### src/rtl/btd_pkg.sv
// Shared types, constants and decode helpers for the byte-level text decoder.
// Used by btd_front, btd_queue, btd_back and the top level.
package btd_pkg;

    localparam int QDEPTH = 4;
    localparam int QAW    = $clog2(QDEPTH);

    localparam logic [7:0] QMARK = 8'h3F;

    // One queued request: up to four raw bytes, lowest index first
    typedef struct packed {
        logic            last;
        logic [2:0]      cnt;
        logic [3:0][7:0] bytes;
    } t_entry;

    // Bytes produced by one codepoint
    typedef struct packed {
        logic [2:0]      len;
        logic [3:0][7:0] b;
    } t_map;

    // Sequence length started by a lead byte, 0 for a bad lead
    function automatic logic [2:0] seq_len(input logic [7:0] c);
        logic [2:0] n;
        if (!c[7]) begin
            n = 3'd1;
        end else if (c[7:5] == 3'b110) begin
            n = 3'd2;
        end else if (c[7:4] == 4'b1110) begin
            n = 3'd3;
        end else if (c[7:3] == 5'b11110) begin
            n = 3'd4;
        end else begin
            n = 3'd0;
        end
        return n;
    endfunction

    // Byte-level table lookup, UTF-8 re-encode for codepoints outside it
    function automatic t_map map_cp(input logic [20:0] cp);
        t_map       m;
        logic [6:0] k;
        m = '0;
        k = cp[6:0];
        if ((cp >= 21'd33 && cp <= 21'd126) || (cp >= 21'd161 && cp <= 21'd172) ||
            (cp >= 21'd174 && cp <= 21'd255)) begin
            m.len  = 3'd1;
            m.b[0] = cp[7:0];
        end else if (cp >= 21'd256 && cp <= 21'd323) begin
            m.len = 3'd1;
            if (k <= 7'd32) begin
                m.b[0] = {1'b0, k};
            end else if (k <= 7'd66) begin
                m.b[0] = {1'b0, k} + 8'd94;
            end else begin
                m.b[0] = 8'd173;
            end
        end else if (cp <= 21'h7F) begin
            m.len  = 3'd1;
            m.b[0] = cp[7:0];
        end else if (cp <= 21'h7FF) begin
            m.len  = 3'd2;
            m.b[0] = {3'b110, cp[10:6]};
            m.b[1] = {2'b10, cp[5:0]};
        end else if (cp <= 21'hFFFF) begin
            m.len  = 3'd3;
            m.b[0] = {4'b1110, cp[15:12]};
            m.b[1] = {2'b10, cp[11:6]};
            m.b[2] = {2'b10, cp[5:0]};
        end else begin
            m.len  = 3'd4;
            m.b[0] = {5'b11110, cp[20:18]};
            m.b[1] = {2'b10, cp[17:12]};
            m.b[2] = {2'b10, cp[11:6]};
            m.b[3] = {2'b10, cp[5:0]};
        end
        return m;
    endfunction

endpackage

### src/rtl/btd_front.sv
// Front end: accepts raw text bytes, holds an unfinished UTF-8 prefix and
// hands complete (or flushed) groups to the queue. Depends on btd_pkg.
module btd_front import btd_pkg::*; (
    input  logic       i_clk,
    input  logic       i_rst_n,
    input  logic       i_valid,
    input  logic [7:0] i_byte,
    input  logic       i_last,
    input  logic       i_room,
    output logic       o_ready,
    output logic       o_push,
    output t_entry     o_entry
);

    logic [2:0][7:0] r_pend;
    logic [1:0]      r_pcnt;
    logic [3:0][7:0] n_buf;
    logic [2:0]      n_cnt;
    logic [7:0]      w_lead;
    logic [2:0]      w_len;
    logic            w_hold;
    logic            w_acc;

    // Join held bytes with the new one
    always_comb begin
        for (int i = 0; i < 4; i++) begin
            if (i < int'(r_pcnt)) begin
                n_buf[i] = r_pend[i];
            end else if (i == int'(r_pcnt)) begin
                n_buf[i] = i_byte;
            end else begin
                n_buf[i] = '0;
            end
        end
        n_cnt  = {1'b0, r_pcnt} + 3'd1;
        w_lead = n_buf[0];
        w_len  = seq_len(w_lead);
        w_hold = !i_last && (w_len != 3'd0) && (w_len > n_cnt);
    end

    assign o_ready       = i_room;
    assign w_acc         = i_valid && i_room;
    assign o_push        = w_acc && !w_hold;
    assign o_entry.last  = i_last;
    assign o_entry.cnt   = n_cnt;
    assign o_entry.bytes = n_buf;

    // Pending prefix
    always_ff @(posedge i_clk) begin
        if (!i_rst_n) begin
            r_pcnt <= '0;
        end else if (w_acc) begin
            r_pcnt <= w_hold ? n_cnt[1:0] : 2'd0;
        end
    end

    always_ff @(posedge i_clk) begin
        if (w_acc) begin
            r_pend <= n_buf[2:0];
        end
    end

    // A held prefix always starts with a lead that needs more bytes
    a_pend_lead: assert property (@(posedge i_clk) disable iff (!i_rst_n)
        (r_pcnt != 2'd0) |-> (seq_len(r_pend[0]) > {1'b0, r_pcnt}))
        else $error("held prefix does not start with an open lead");

endmodule

### src/rtl/btd_queue.sv
// Short request queue between front and back end, register based.
// Depends on btd_pkg.
module btd_queue import btd_pkg::*; (
    input  logic   i_clk,
    input  logic   i_rst_n,
    input  logic   i_push,
    input  t_entry i_entry,
    input  logic   i_pop,
    output logic   o_room,
    output logic   o_valid,
    output t_entry o_head
);

    t_entry          r_mem [QDEPTH];
    logic [QAW-1:0]  r_wp;
    logic [QAW-1:0]  r_rp;
    logic [QAW:0]    r_cnt;

    assign o_room  = (r_cnt != (QAW+1)'(QDEPTH));
    assign o_valid = (r_cnt != '0);
    assign o_head  = r_mem[r_rp];

    // Pointers and fill level
    always_ff @(posedge i_clk) begin
        if (!i_rst_n) begin
            r_wp  <= '0;
            r_rp  <= '0;
            r_cnt <= '0;
        end else begin
            if (i_push) begin
                r_wp <= r_wp + 1'b1;
            end
            if (i_pop) begin
                r_rp <= r_rp + 1'b1;
            end
            if (i_push && !i_pop) begin
                r_cnt <= r_cnt + 1'b1;
            end else if (!i_push && i_pop) begin
                r_cnt <= r_cnt - 1'b1;
            end
        end
    end

    always_ff @(posedge i_clk) begin
        if (i_push) begin
            r_mem[r_wp] <= i_entry;
        end
    end

    a_no_overflow: assert property (@(posedge i_clk) disable iff (!i_rst_n)
        i_push |-> (o_room || i_pop))
        else $error("push into full queue");
    a_no_underflow: assert property (@(posedge i_clk) disable iff (!i_rst_n)
        i_pop |-> o_valid)
        else $error("pop from empty queue");

endmodule

### src/rtl/btd_back.sv
// Back end: walks one queued group a sequence at a time, maps each codepoint
// and streams the bytes into the output register. Depends on btd_pkg.
module btd_back import btd_pkg::*; (
    input  logic       i_clk,
    input  logic       i_rst_n,
    input  logic       i_valid,
    input  t_entry     i_head,
    output logic       o_pop,
    output logic       o_valid,
    input  logic       i_ready,
    output logic [7:0] o_byte,
    output logic       o_run_last,
    output logic       o_text_end
);

    logic [1:0]  r_pos;
    logic [1:0]  r_idx;
    logic        r_ovalid;
    logic [7:0]  r_obyte;
    logic        r_orun;
    logic        r_oend;

    logic [7:0]  w_c;
    logic [7:0]  w_b1;
    logic [7:0]  w_b2;
    logic [7:0]  w_b3;
    logic [2:0]  w_n;
    logic [2:0]  w_avail;
    logic        w_trunc;
    logic [20:0] w_cp;
    t_map        w_map;
    logic [2:0]  w_used;
    logic        w_seq_done;
    logic        w_ent_done;
    logic        w_load;

    // Decode the sequence at the current position
    always_comb begin
        w_c     = i_head.bytes[r_pos];
        w_b1    = i_head.bytes[r_pos + 2'd1];
        w_b2    = i_head.bytes[r_pos + 2'd2];
        w_b3    = i_head.bytes[r_pos + 2'd3];
        w_n     = seq_len(w_c);
        w_avail = i_head.cnt - {1'b0, r_pos};
        w_trunc = (w_n == 3'd0) || (w_n > w_avail);
        case (w_n)
            3'd2:    w_cp = {10'd0, w_c[4:0], w_b1[5:0]};
            3'd3:    w_cp = {5'd0, w_c[3:0], w_b1[5:0], w_b2[5:0]};
            3'd4:    w_cp = {w_c[2:0], w_b1[5:0], w_b2[5:0], w_b3[5:0]};
            default: w_cp = {13'd0, w_c};
        endcase
        if (w_trunc) begin
            w_map      = '0;
            w_map.len  = 3'd1;
            w_map.b[0] = QMARK;
            w_used     = 3'd1;
        end else begin
            w_map  = map_cp(w_cp);
            w_used = w_n;
        end
        w_seq_done = ({1'b0, r_idx} == (w_map.len - 3'd1));
        w_ent_done = w_seq_done && (({1'b0, r_pos} + w_used) == i_head.cnt);
    end

    assign w_load = i_valid && (!r_ovalid || i_ready);
    assign o_pop  = w_load && w_ent_done;

    // Position within the group and byte index within the sequence
    always_ff @(posedge i_clk) begin
        if (!i_rst_n) begin
            r_pos <= '0;
            r_idx <= '0;
        end else if (w_load) begin
            if (w_ent_done) begin
                r_pos <= '0;
                r_idx <= '0;
            end else if (w_seq_done) begin
                r_pos <= r_pos + w_used[1:0];
                r_idx <= '0;
            end else begin
                r_idx <= r_idx + 2'd1;
            end
        end
    end

    // Output register
    always_ff @(posedge i_clk) begin
        if (!i_rst_n) begin
            r_ovalid <= 1'b0;
        end else if (w_load) begin
            r_ovalid <= 1'b1;
        end else if (i_ready) begin
            r_ovalid <= 1'b0;
        end
    end

    always_ff @(posedge i_clk) begin
        if (w_load) begin
            r_obyte <= w_map.b[r_idx];
            r_orun  <= w_ent_done;
            r_oend  <= w_ent_done && i_head.last;
        end
    end

    assign o_valid    = r_ovalid;
    assign o_byte     = r_obyte;
    assign o_run_last = r_orun;
    assign o_text_end = r_oend;

    a_pos_in_group: assert property (@(posedge i_clk) disable iff (!i_rst_n)
        i_valid |-> ({1'b0, r_pos} < i_head.cnt))
        else $error("position past end of group");
    a_idx_in_seq: assert property (@(posedge i_clk) disable iff (!i_rst_n)
        i_valid |-> ({1'b0, r_idx} < w_map.len))
        else $error("byte index past end of sequence");
    a_end_is_run_last: assert property (@(posedge i_clk) disable iff (!i_rst_n)
        (r_ovalid && r_oend) |-> r_orun)
        else $error("text end without run end");

endmodule

### src/rtl/byte_level_text_decoder.sv
// Byte-level text decoder: lenient UTF-8 decode plus byte-level table map.
// Top level; instantiates btd_front, btd_queue and btd_back from btd_pkg.
//
// Raw bytes of a joined token string enter one per cycle while the queue has
// room. A byte that only extends an unfinished UTF-8 sequence is absorbed
// with no output; otherwise the group of bytes goes into a four-entry queue
// and the back end emits the decoded bytes at one per cycle while the output
// is ready. An input that yields k output bytes (at most four) holds the back
// end until all are out, so the sustained rate is one input per cycle as long
// as each input yields at most one byte; the queue absorbs short bursts of
// multi-byte results. tlast marks the final output byte of the text, tuser
// the last byte of one input. No clearing pass; ready once reset is released.
module byte_level_text_decoder import btd_pkg::*; (
    input  logic       i_clk,
    input  logic       i_rst_n,
    input  logic       i_s_tvalid,
    output logic       o_s_tready,
    input  logic [7:0] i_s_tdata,   // [7:0] text_byte
    input  logic       i_s_tlast,   // text_last
    output logic       o_m_tvalid,
    input  logic       i_m_tready,
    output logic [7:0] o_m_tdata,   // [7:0] out_byte
    output logic       o_m_tuser,   // [0] run_last
    output logic       o_m_tlast    // text_end
);

    logic   w_room;
    logic   w_push;
    t_entry w_entry;
    logic   w_qvalid;
    t_entry w_head;
    logic   w_pop;

    btd_front u_front (
        .i_clk   (i_clk),
        .i_rst_n (i_rst_n),
        .i_valid (i_s_tvalid),
        .i_byte  (i_s_tdata),
        .i_last  (i_s_tlast),
        .i_room  (w_room),
        .o_ready (o_s_tready),
        .o_push  (w_push),
        .o_entry (w_entry)
    );

    btd_queue u_queue (
        .i_clk   (i_clk),
        .i_rst_n (i_rst_n),
        .i_push  (w_push),
        .i_entry (w_entry),
        .i_pop   (w_pop),
        .o_room  (w_room),
        .o_valid (w_qvalid),
        .o_head  (w_head)
    );

    btd_back u_back (
        .i_clk      (i_clk),
        .i_rst_n    (i_rst_n),
        .i_valid    (w_qvalid),
        .i_head     (w_head),
        .o_pop      (w_pop),
        .o_valid    (o_m_tvalid),
        .i_ready    (i_m_tready),
        .o_byte     (o_m_tdata),
        .o_run_last (o_m_tuser),
        .o_text_end (o_m_tlast)
    );

endmodule
### config.mk
export PLATFORM = sky130hd
export DESIGN_NAME = byte_level_text_decoder
export DESIGN_NICKNAME = d
export VERILOG_FILES = /design/src/rtl/btd_pkg.sv /design/src/rtl/btd_front.sv /design/src/rtl/btd_queue.sv /design/src/rtl/btd_back.sv /design/src/rtl/byte_level_text_decoder.sv
export SDC_FILE = /design/constraint.sdc
export NUM_CORES = 1
export LEC_CHECK = 0
export ABC_AREA = 1
export ABC_CLOCK_PERIOD_IN_PS = 6050
export CORE_ASPECT_RATIO = 0.7
export CORE_MARGIN = 8
export CORE_UTILIZATION = 40
export DETAILED_ROUTE_END_ITERATION = 10
export DONT_BUFFER_PORTS = 1
export GPL_TIMING_DRIVEN = 0
export SLEW_MARGIN = 10
export SYNTH_ARGS = -nofsm -noshare
export SYNTH_HDL_FRONTEND = slang
export SYNTH_SLANG_ARGS = --single-unit
### constraint.sdc
create_clock -name i_clk -period 6.05 [get_ports i_clk]
set_clock_uncertainty 0.05 [all_clocks]
set_input_delay 0.3025 -clock i_clk [delete_from_list [all_inputs] [get_ports i_clk]]
set_output_delay 0.3025 -clock i_clk [all_outputs]
set_load 0.03 [all_outputs]
==> Word level (Yosys, flattened, before mapping) <==
Memories as Yosys holds them, arrays and structs flattened. A register that Yosys moved wholly into a read port is not among the register bits.
Index checks and enable logic that the tools add are counted.
{ "classes": {"reduce_logical": 31, "addsub": 14, "eq_ne": 15, "muxes": 58, "order_cmp": 23} }
{ "op_table": {"columns": ["op", "n"], "rows": [
  ["$mux W8", 15],
  ["$bmux W8 S2", 5],
  ["$mux W24", 3],
  ["$pmux W21 S3", 1],
  ["$mux W3", 16],
  ["$ge A21 B8 Y1 const B", 2],
  ["$le A21 B7 Y1 const B", 2],
  ["$le A21 B8 Y1 const B", 2],
  ["$mux W35", 1],
  ["$mux W16", 2],
  ["$mux W22", 1],
  ["$ge A21 B6 Y1 const B", 1],
  ["$ge A21 B9 Y1 const B", 1],
  ["$le A21 B11 Y1 const B", 1],
  ["$le A21 B16 Y1 const B", 1],
  ["$le A21 B9 Y1 const B", 1],
  ["$mux W6", 3],
  ["$lt A2 B3 Y1 const B", 5],
  ["$logic_and A1 B1 Y1", 14],
  ["$mux W2", 7],
  ["$eq A5 B5 Y1 const B", 2],
  ["$eq A3 B3 Y1 const B", 3],
  ["$add A2 B1 Y2 const B", 4],
  ["$add A7 B7 Y8 const B", 1],
  ["other kinds (27)", 47]
]} }
{ "word_totals": {"regBits": 48, "mem_count": 1, "mem_bits_rw": 144} }
{ "memory_table": {"columns": ["memory", "words", "word_bits", "read_ports", "rd_clocked_by_memory_dff", "wr", "line_no", "rtl"], "rows": [
  ["u_queue.r_mem", 4, 36, 1, 1, 1, "btd_queue.sv:14", "t_entry r_mem [QDEPTH];"]
]} }

==> Longest topological paths before layout <==
Gate-level depths: netlist of run 1.
{ "logic_depth": {"depth_word": 23, "mapped_depth": 42, "mapped_depth_nobuf": 38} }

==> By module <==
Synthesis of run 1 repeated with hierarchy kept, for this count alone.
{ "hier_totals": {"hier_cells": 1307, "hier_area_um2": 11300.8} }
{ "by_module_without_submodules": {"columns": ["module", "instances", "area_per_inst_um2", "cells_per_inst", "seq_area_each_um2"], "rows": [
  ["btd_queue", 1, 5811.8, 406, 4504.3],
  ["btd_back", 1, 4045.1, 744, 400.4],
  ["btd_front", 1, 1443.9, 157, 760.7]
]} }

==> Worst setup path after synthesis of run 1 <==
OpenSTA, ideal clock, no wires.
{ "synth_timing": {"kind": "reg2reg", "start": "register (tool-made name)", "end": "register u_queue.r_cnt[1]", "required_ns": 5.880, "stages_incl_launch_ff": 31, "setup_slack_ns": 1.083, "t_arrival_ns": 4.797, "setup_time_ns": 0.120, "cell_sequence": "dfxtp_1 > buf_4 > inv_2 > buf_4 > buf_6 > buf_6 > a21oi_1 > a32o_1 > ha_1 > inv_1 > fa_1 > xnor2_1 > ha_1 > a21oi_1 > o21ai_0 > nand2_1 > nand2_1 > inv_1 > nand2_1 > ha_1 > fa_1 > inv_1 > nor2_1 > o21ai_0 > nor2_1 > nand3_2 > ha_1 > inv_1 > fa_1 > o21ai_0 > a21oi_1"} }
{ "synth_rtl": {"columns": ["item", "line_no", "rtl"], "rows": [
  ["end signal: assignment", "btd_queue.sv:37", "r_cnt <= r_cnt + 1'b1;"],
  ["end signal: assignment", "btd_queue.sv:39", "r_cnt <= r_cnt - 1'b1;"],
  ["end: declaration", "btd_queue.sv:17", "logic [QAW:0] r_cnt;"]
]} }

==> metrics.md, run 1 <==
| Metric | Value |
|---|---|
| Status | `finished, final reports clean` |
| Initial Util | `40.9%` |
| Num Clock Sinks | `194` |
| Gr usage total | `19.1%` |
| Hold Crit Class | `input pin to flip-flop` |
| Routed WL | `32,600 µm` |
| Commonest cells after routing, fill and taps aside | `nand2_1, edfxtp_1, inv_1` |
| Area grow syn2layout | `12.2%` |
| Largest family of logic cells by synthesized area | `simple AND/OR/NAND/NOR gates` |
| Slew at the pin closest to its max-slew limit | `0.825 ns` |
| Fin crit period | `5.62 ns` |
| Reg clk slew, reported paths | `0.08 ns` |
| Critical path startpoint category | `flip-flop` |
| Root Driver | `clkbuf_16` |
| Xor/xnor share of the synthesized area | `0.613%` |
| # H-tree levels | `4` |
| Initial antenna violation count | `0` |
| Seq/Total Area, Yosys | `49.6%` |
| Synth Area in Adders | `2.93%` |
| Max incr delay on CP | `0.38 ns` |
| Maxcap violations | `0` |
| Worst-path cell with the longest stage delay | `fa_1` |
| Dpl hpwl | `23,400 µm` |
| Routability Congestion | `0.957` |
| Die Ht | `157 µm` |
| WL per Instance | `18.3 µm` |
| Layout cells sized above 1 | `15.1%` |
| Nets | `1,434` |
| Synth Warn # | `0` |
| Crit path arrival time | `5.90 ns` |
| TritonCTS clock tree | `built` |
| Pre-CTS setup slack | `0.306 ns` |
| Initial DRC Count | `959` |
| Cell variety after synth | `51` |
| Final ANT Viol Nets | `0` |
| Die X | `218 µm` |
| Final setup margin | `0.426 ns` |
| Synth Cell Area | `11,400 µm²` |
| Compound-cell area share of the yosys netlist | `8.08%` |
| Post-synth EDFFs | `178` |
| Hold Vio Cnt, Final | `0` |
| Crit path capture type | `flip-flop` |
| Clk_lat worst skew | `0.44 ns` |
| Synth Area per Inst | `8.40 µm²` |
| Fmax | `178 MHz` |
| Area leader, netlist | `edfxtp_1` |
| Most used DFF post-synth | `edfxtp_1` |
| CTS max path bufs | `2` |
| First-pass DRT Iterations | `5` |
| Cells after Synth | `1,361` |
| Critical Path RT | `6.33 ns` |
| Post-synth ARST share | `0%` |
| Avg Vias per Cell | `5.35` |
| CTS Buf Count | `17` |
| Cell repeated most along the worst path | `nand2_1` |
| Top post-synthesis cells by area | `edfxtp_1, nand2_1, nand3_1` |
| # port buffers | `0` |
| Via count | `9,516` |
| Tcrit/Tclk final | `93.0%` |
| R2R Setup Slk | `0.43 ns` |
| Setup Crit Path Kind | `flip-flop to flip-flop` |
| Final Max Slew Viols | `0` |
| Share of the synthesized area in the top cell type | `46.7%` |
| Core area | `27,900 µm²` |
| Antenna Cells | `0` |
| Commonest non-fill, non-tap cell in the layout | `nand2_1` |
| Crit-path max FO | `10` |
| Slew headroom | `45.0%` |
| # DRC | `0` |
| Largest net degree at the start of global routing | `28` |
| Die area | `34,300 µm²` |
| I/O pin total | `25` |
| Std cell rows | `51` |
| Mux contribution to synthesized area | `0%` |
| Via count of the first global-routing pass | `8,899` |
| First-pass GRT wire length | `50,600 µm` |
| Final setup vio count | `0` |
| FF+latch count, synth | `194` |
| Net count after synthesis | `1,399` |
| Synth Area in Simple Gates | `30.8%` |
| GR Overflow Total | `0` |
what timing repair did:
item | 4_1_cts | 5_1_grt
buffers inserted | 0 | 10
setup endpoints to repair | 0 | 2
resized for setup | 0 | 27
hold buffers | 1 | 0
endpoints found under the hold margin | 4 | 0
layer usage:
layer	part of all wire, %	GRT usage (%)	up-vias
met5	0	0	-
met4	0.84	3.16	0
met3	8.9	4.14	31
met2	43	28.4	387
met1	48	28.4	4527
li1	-	-	4571
synth_stat cells (3+ instances only):
master,number
dfxtp_1,16
fa_1,3
nor2_4,15
nand3_4,4
buf_2,18
inv_1,123
buf_4,9
xor2_1,7
o21ai_1,20
a21oi_1,41
buf_1,3
a31oi_1,5
inv_2,22
nor2_2,12
nand2_2,26
nand2_1,450
o211ai_1,3
o22ai_1,10
o21ai_0,67
nand4_1,6
nor2_1,100
clkbuf_1,8
edfxtp_1,178
nand3_1,119
nor3_1,12
nand3_2,19
buf_6,14
ha_1,22
nand2_4,3
state kept, by name (all words and copies together), names as in the netlist, named ones only:
name and count:
u_back.o_text_end 1, u_queue.r_rp 2, u_queue.r_cnt 3, u_front.r_pend 24, u_back.o_run_last 1, u_queue.r_mem 144
u_back.o_byte 8, u_back.r_pos 2, u_back.o_valid 1, u_back.r_idx 2, u_queue.r_wp 2, u_front.r_pcnt 2
metrics by stage:
step	cells	hold slack [ns]	setup TNS [ns]	cell area, µm²	util (%)
final	1780	0.0247	0	12800	45.9
after global placement	1732	0.352	-205.03	11900	42.6
after CTS	1770	0.00697	0	12700	45.3
after floorplan	1361	0.351	0	11400	-
after global routing	1780	0.0106	-0.0346	12800	45.9
after detailed placement	1737	0.352	0	12100	43.1
critical path: cells and delay by family (launching register included):
kind	cells	cell delay, ns
compound gates	5	0.62
fa+ha+maj	4	1.03
xor+xnor	1	0.13
flops	1	0.35
simple gates	22	2.44
buf+inv	7	0.85
path summary, 6_finish.rpt:
| check | startpoint | endpoint | depth (start not counted) |
|---|---|---|---|
| hold reg to reg | u_queue.r_rp[0]$_SDFFE_PN0P_ | u_queue.r_rp[0]$_SDFFE_PN0P_ | 2 |
| hold / removal | i_rst_n | u_queue.r_cnt[0]$_SDFFE_PN0P_ | 2 |
| setup / recovery | flip-flop | u_queue.r_cnt[2]$_SDFFE_PN0P_ | 39 |
| setup reg to reg | flip-flop | u_queue.r_cnt[2]$_SDFFE_PN0P_ | 39 |
final cells by class:
class	instances	area [µm²]
Fill cell	2736	15100
Sequential cell	194	5670
Multi-Input combinational cell	968	4940
Inverter	147	559
Tap cell	371	464
Clock buffer	18	429
Buffer	52	380
Timing Repair Buffer	16	208
Clock inverter	14	181
cells by family after synthesis:
logic type	Yosys count
AND/OR/NAND/NOR	771
buffers and inverters	199
XOR/XNOR	8
adder cells (fa/ha/maj)	25
flip-flops	194
AO/OA/AOI/OAI	164
Power of run 1 is not shown: default switching activity piles up to over one toggle a cycle in this logic, so the estimate is an artifact.
==> run 2: changes to the inputs <==
SYNTH_HIERARCHICAL = 1   (was default)
==> run 2 against run 1 <==
Final area about the same. Register-to-register slack worse by 0.11 ns. Core utilization up 0.24 points. Via count down 0.67%. Sequential share of layout area about the same. Worst hold slack worse by 0.0029 ns. Sequential cell count unchanged. Synthesized cell count down 4.0%. Critical path depth down 8. Critical endpoint is now u_queue/r_cnt[1]$_SDFFE_PN0P_.
==> metrics.md, run 2 <==
| Metric | Value |
|---|---|
| Num Clock Sinks | `194` |
| Multi-input gate area | `4890 µm²` |
| Commonest non-fill, non-tap cell in the layout | `nand2_1` |
| Gr usage total | `19.5%` |
| Reg area | `5670 µm²` |
| Synth Cell Area | `11,300 µm²` |
| Most used DFF post-synth | `edfxtp_1` |
| # DRC | `0` |
| Critical path startpoint category | `flip-flop` |
| Area grow syn2layout | `13.6%` |
| Slew headroom | `23.2%` |
| Top reg by flops | `u_queue/r_mem` |
| Routability Congestion | `0.916` |
| Clk_lat worst skew | `0.44 ns` |
| Net count after synthesis | `1,346` |
| Worst Hold Path Cells | `1` |
| # port buffers | `0` |
| Dpl hpwl | `24,300 µm` |
| Antenna Cells | `0` |
| Layout cells sized above 1 | `16.3%` |
| FF+latch count, synth | `194` |
| R2R depth | `31` |
| Critical Path RT | `6.33 ns` |
| Core area | `27,800 µm²` |
| Initial antenna violation count | `1` |
| Cells after Synth | `1,307` |
| TritonCTS clock tree | `built` |
| Die area | `34,000 µm²` |
| Top post-synthesis cells by area | `edfxtp_1, nand2_1, nor2_1` |
| Largest net degree at the start of global routing | `32` |
| Via count | `9,452` |
| WL per Instance | `19.2 µm` |
| Final Max Slew Viols | `0` |
| Seq/Total Area, Yosys | `50.1%` |
| Crit path arrival time | `6.02 ns` |
| GR Overflow Total | `0` |
| Avg Vias per Cell | `5.44` |
| Worst-path cell with the longest stage delay | `nor2_1` |
| Largest register FFs | `144` |
| Commonest cells after routing, fill and taps aside | `nand2_1, edfxtp_1, nor2_1` |
| # H-tree levels | `4` |
| Initial Util | `40.6%` |
| First-pass GRT wire length | `50,800 µm` |
| Die X | `217 µm` |
| Synth Warn # | `6` |
| Post-synth ARST share | `0%` |
| I/O pin total | `25` |
| Setup Crit Path Kind | `flip-flop to flip-flop` |
| Reg clk slew, reported paths | `0.08 ns` |
| Worst R2R End | `u_queue/r_cnt[1]$_SDFFE_PN0P_` |
| Slew at the pin closest to its max-slew limit | `1.15 ns` |
| Initial DRC Count | `994` |
| Cell variety after synth | `50` |
| Hold Path Sink | `u_queue/r_mem[0][35]$_DFFE_PP_` |
| Status | `finished, final reports clean` |
| Tcrit/Tclk final | `94.7%` |
| Max incr delay on CP | `0.43 ns` |
| First-pass DRT Iterations | `5` |
| Fin crit period | `5.73 ns` |
| Final ANT Viol Nets | `0` |
| Std cell rows | `51` |
| Post-synth EDFFs | `178` |
| Crit path capture type | `flip-flop` |
| Nets | `1,391` |
| Synth Area per Inst | `8.65 µm²` |
| Hold Vio Cnt, Final | `0` |
| Via count of the first global-routing pass | `8,579` |
| Crit-path max FO | `19` |
| CTS max path bufs | `2` |
| Fill cells | `2,751` |
| Die Ht | `157 µm` |
| Share of the synthesized area in the top cell type | `47.3%` |
| Layout Utilization | `46.1%` |
| CTS Buf Count | `17` |
| R2R Setup Slk | `0.32 ns` |
| Root Driver | `clkbuf_16` |
| Routed WL | `33,400 µm` |
| Hold path start | `i_s_tlast` |
| Maxcap violations | `0` |
| Final setup vio count | `0` |
| Hold Crit Class | `input pin to flip-flop` |
| Area leader, netlist | `edfxtp_1` |
| Fmax | `175 MHz` |
| Top cells by count, synth | `nand2_1, edfxtp_1, nor2_1, inv_1, nand3_1` |
| Most frequent cell after synthesis | `nand2_1` |
[run 2: cell type report]
cell class              instances  share of cell area [%]
flip-flops and latches        194                    44.1
clock inverters                14                    1.08
repair buffers                 27                    2.07
multi-input cells             932                    38.1
well taps                     371                    3.62
clock buffers                  18                    3.51
inverters                     124                    3.75
plain buffers                  56                    3.70
[run 2: worst max-delay path: cells and delay by family (launching register included)]
kind	cells	cell delay [ns]
compound gates	8	1.57
xor+xnor	1	0.13
fa+ha+maj	3	0.83
buf+inv	7	0.96
flops	1	0.31
simple gates	12	1.75
[run 2: kinds of logic after synthesis]
group / synth area share, %
xor gates and xnor gates: 0.775
and+or+nand+nor: 26.3
adders and majority gates: 3.08
AOI/OAI and AO/OA: 11.6
buffers and inverters: 8.12
DFF: 50.1
[run 2: worst max path at each step]
stage	from	to	slack, ns	cells after the start
after CTS	flip-flop	u_queue/r_cnt[1]$_SDFFE_PN0P_	0.001	34
after floorplan	flip-flop	u_queue/r_cnt[1]$_SDFFE_PN0P_	0.91	34
final	flip-flop	u_queue/r_cnt[1]$_SDFFE_PN0P_	0.32	31
after global routing	flip-flop	u_queue/r_cnt[1]$_SDFFE_PN0P_	-0.04	38
after detailed placement	flip-flop	u_queue/r_cnt[1]$_SDFFE_PN0P_	-0.27	34
after global placement	flip-flop	u_queue/r_cnt[1]$_SDFFE_PN0P_	-0.23	34
[run 2: per-layer routing]
| layer | share of wire (%) | GRT usage, % | up-vias |
|---|---|---|---|
| li1 | - | - | 4538 |
| met2 | 41 | 27.2 | 399 |
| met3 | 9.5 | 4.98 | 23 |
| met4 | 0.82 | 3.63 | 2 |
| met5 | 0.042 | 0 | - |
| met1 | 49 | 29.8 | 4490 |
[run 2: per-stage QoR]
step / hold slack, ns / TNS [ns] / setup slack, ns / cells / cell area (µm²)
after floorplan: 0.362 / 0 / 0.912 / 1307 / 11300
after global placement: 0.374 / -0.296 / -0.226 / 1678 / 11800
after detailed placement: 0.377 / -0.412 / -0.272 / 1682 / 11900
after CTS: 0.00248 / 0 / 0.00125 / 1716 / 12500
after global routing: 0.00171 / -0.0438 / -0.0438 / 1736 / 12800
final: 0.0218 / 0 / 0.320 / 1736 / 12800
[run 2: timing repair]
| item | CTS | global route |
|---|---|---|
| gates resized for setup | 12 | 46 |
| endpoints found under the setup margin | 2 | 5 |
| hold buffers | 2 | 0 |
| buffers inserted | 0 | 21 |
| pin swaps | 0 | 11 |
| endpoints found under the hold margin | 16 | 0 |
Power of run 2 is left out for the same reason.
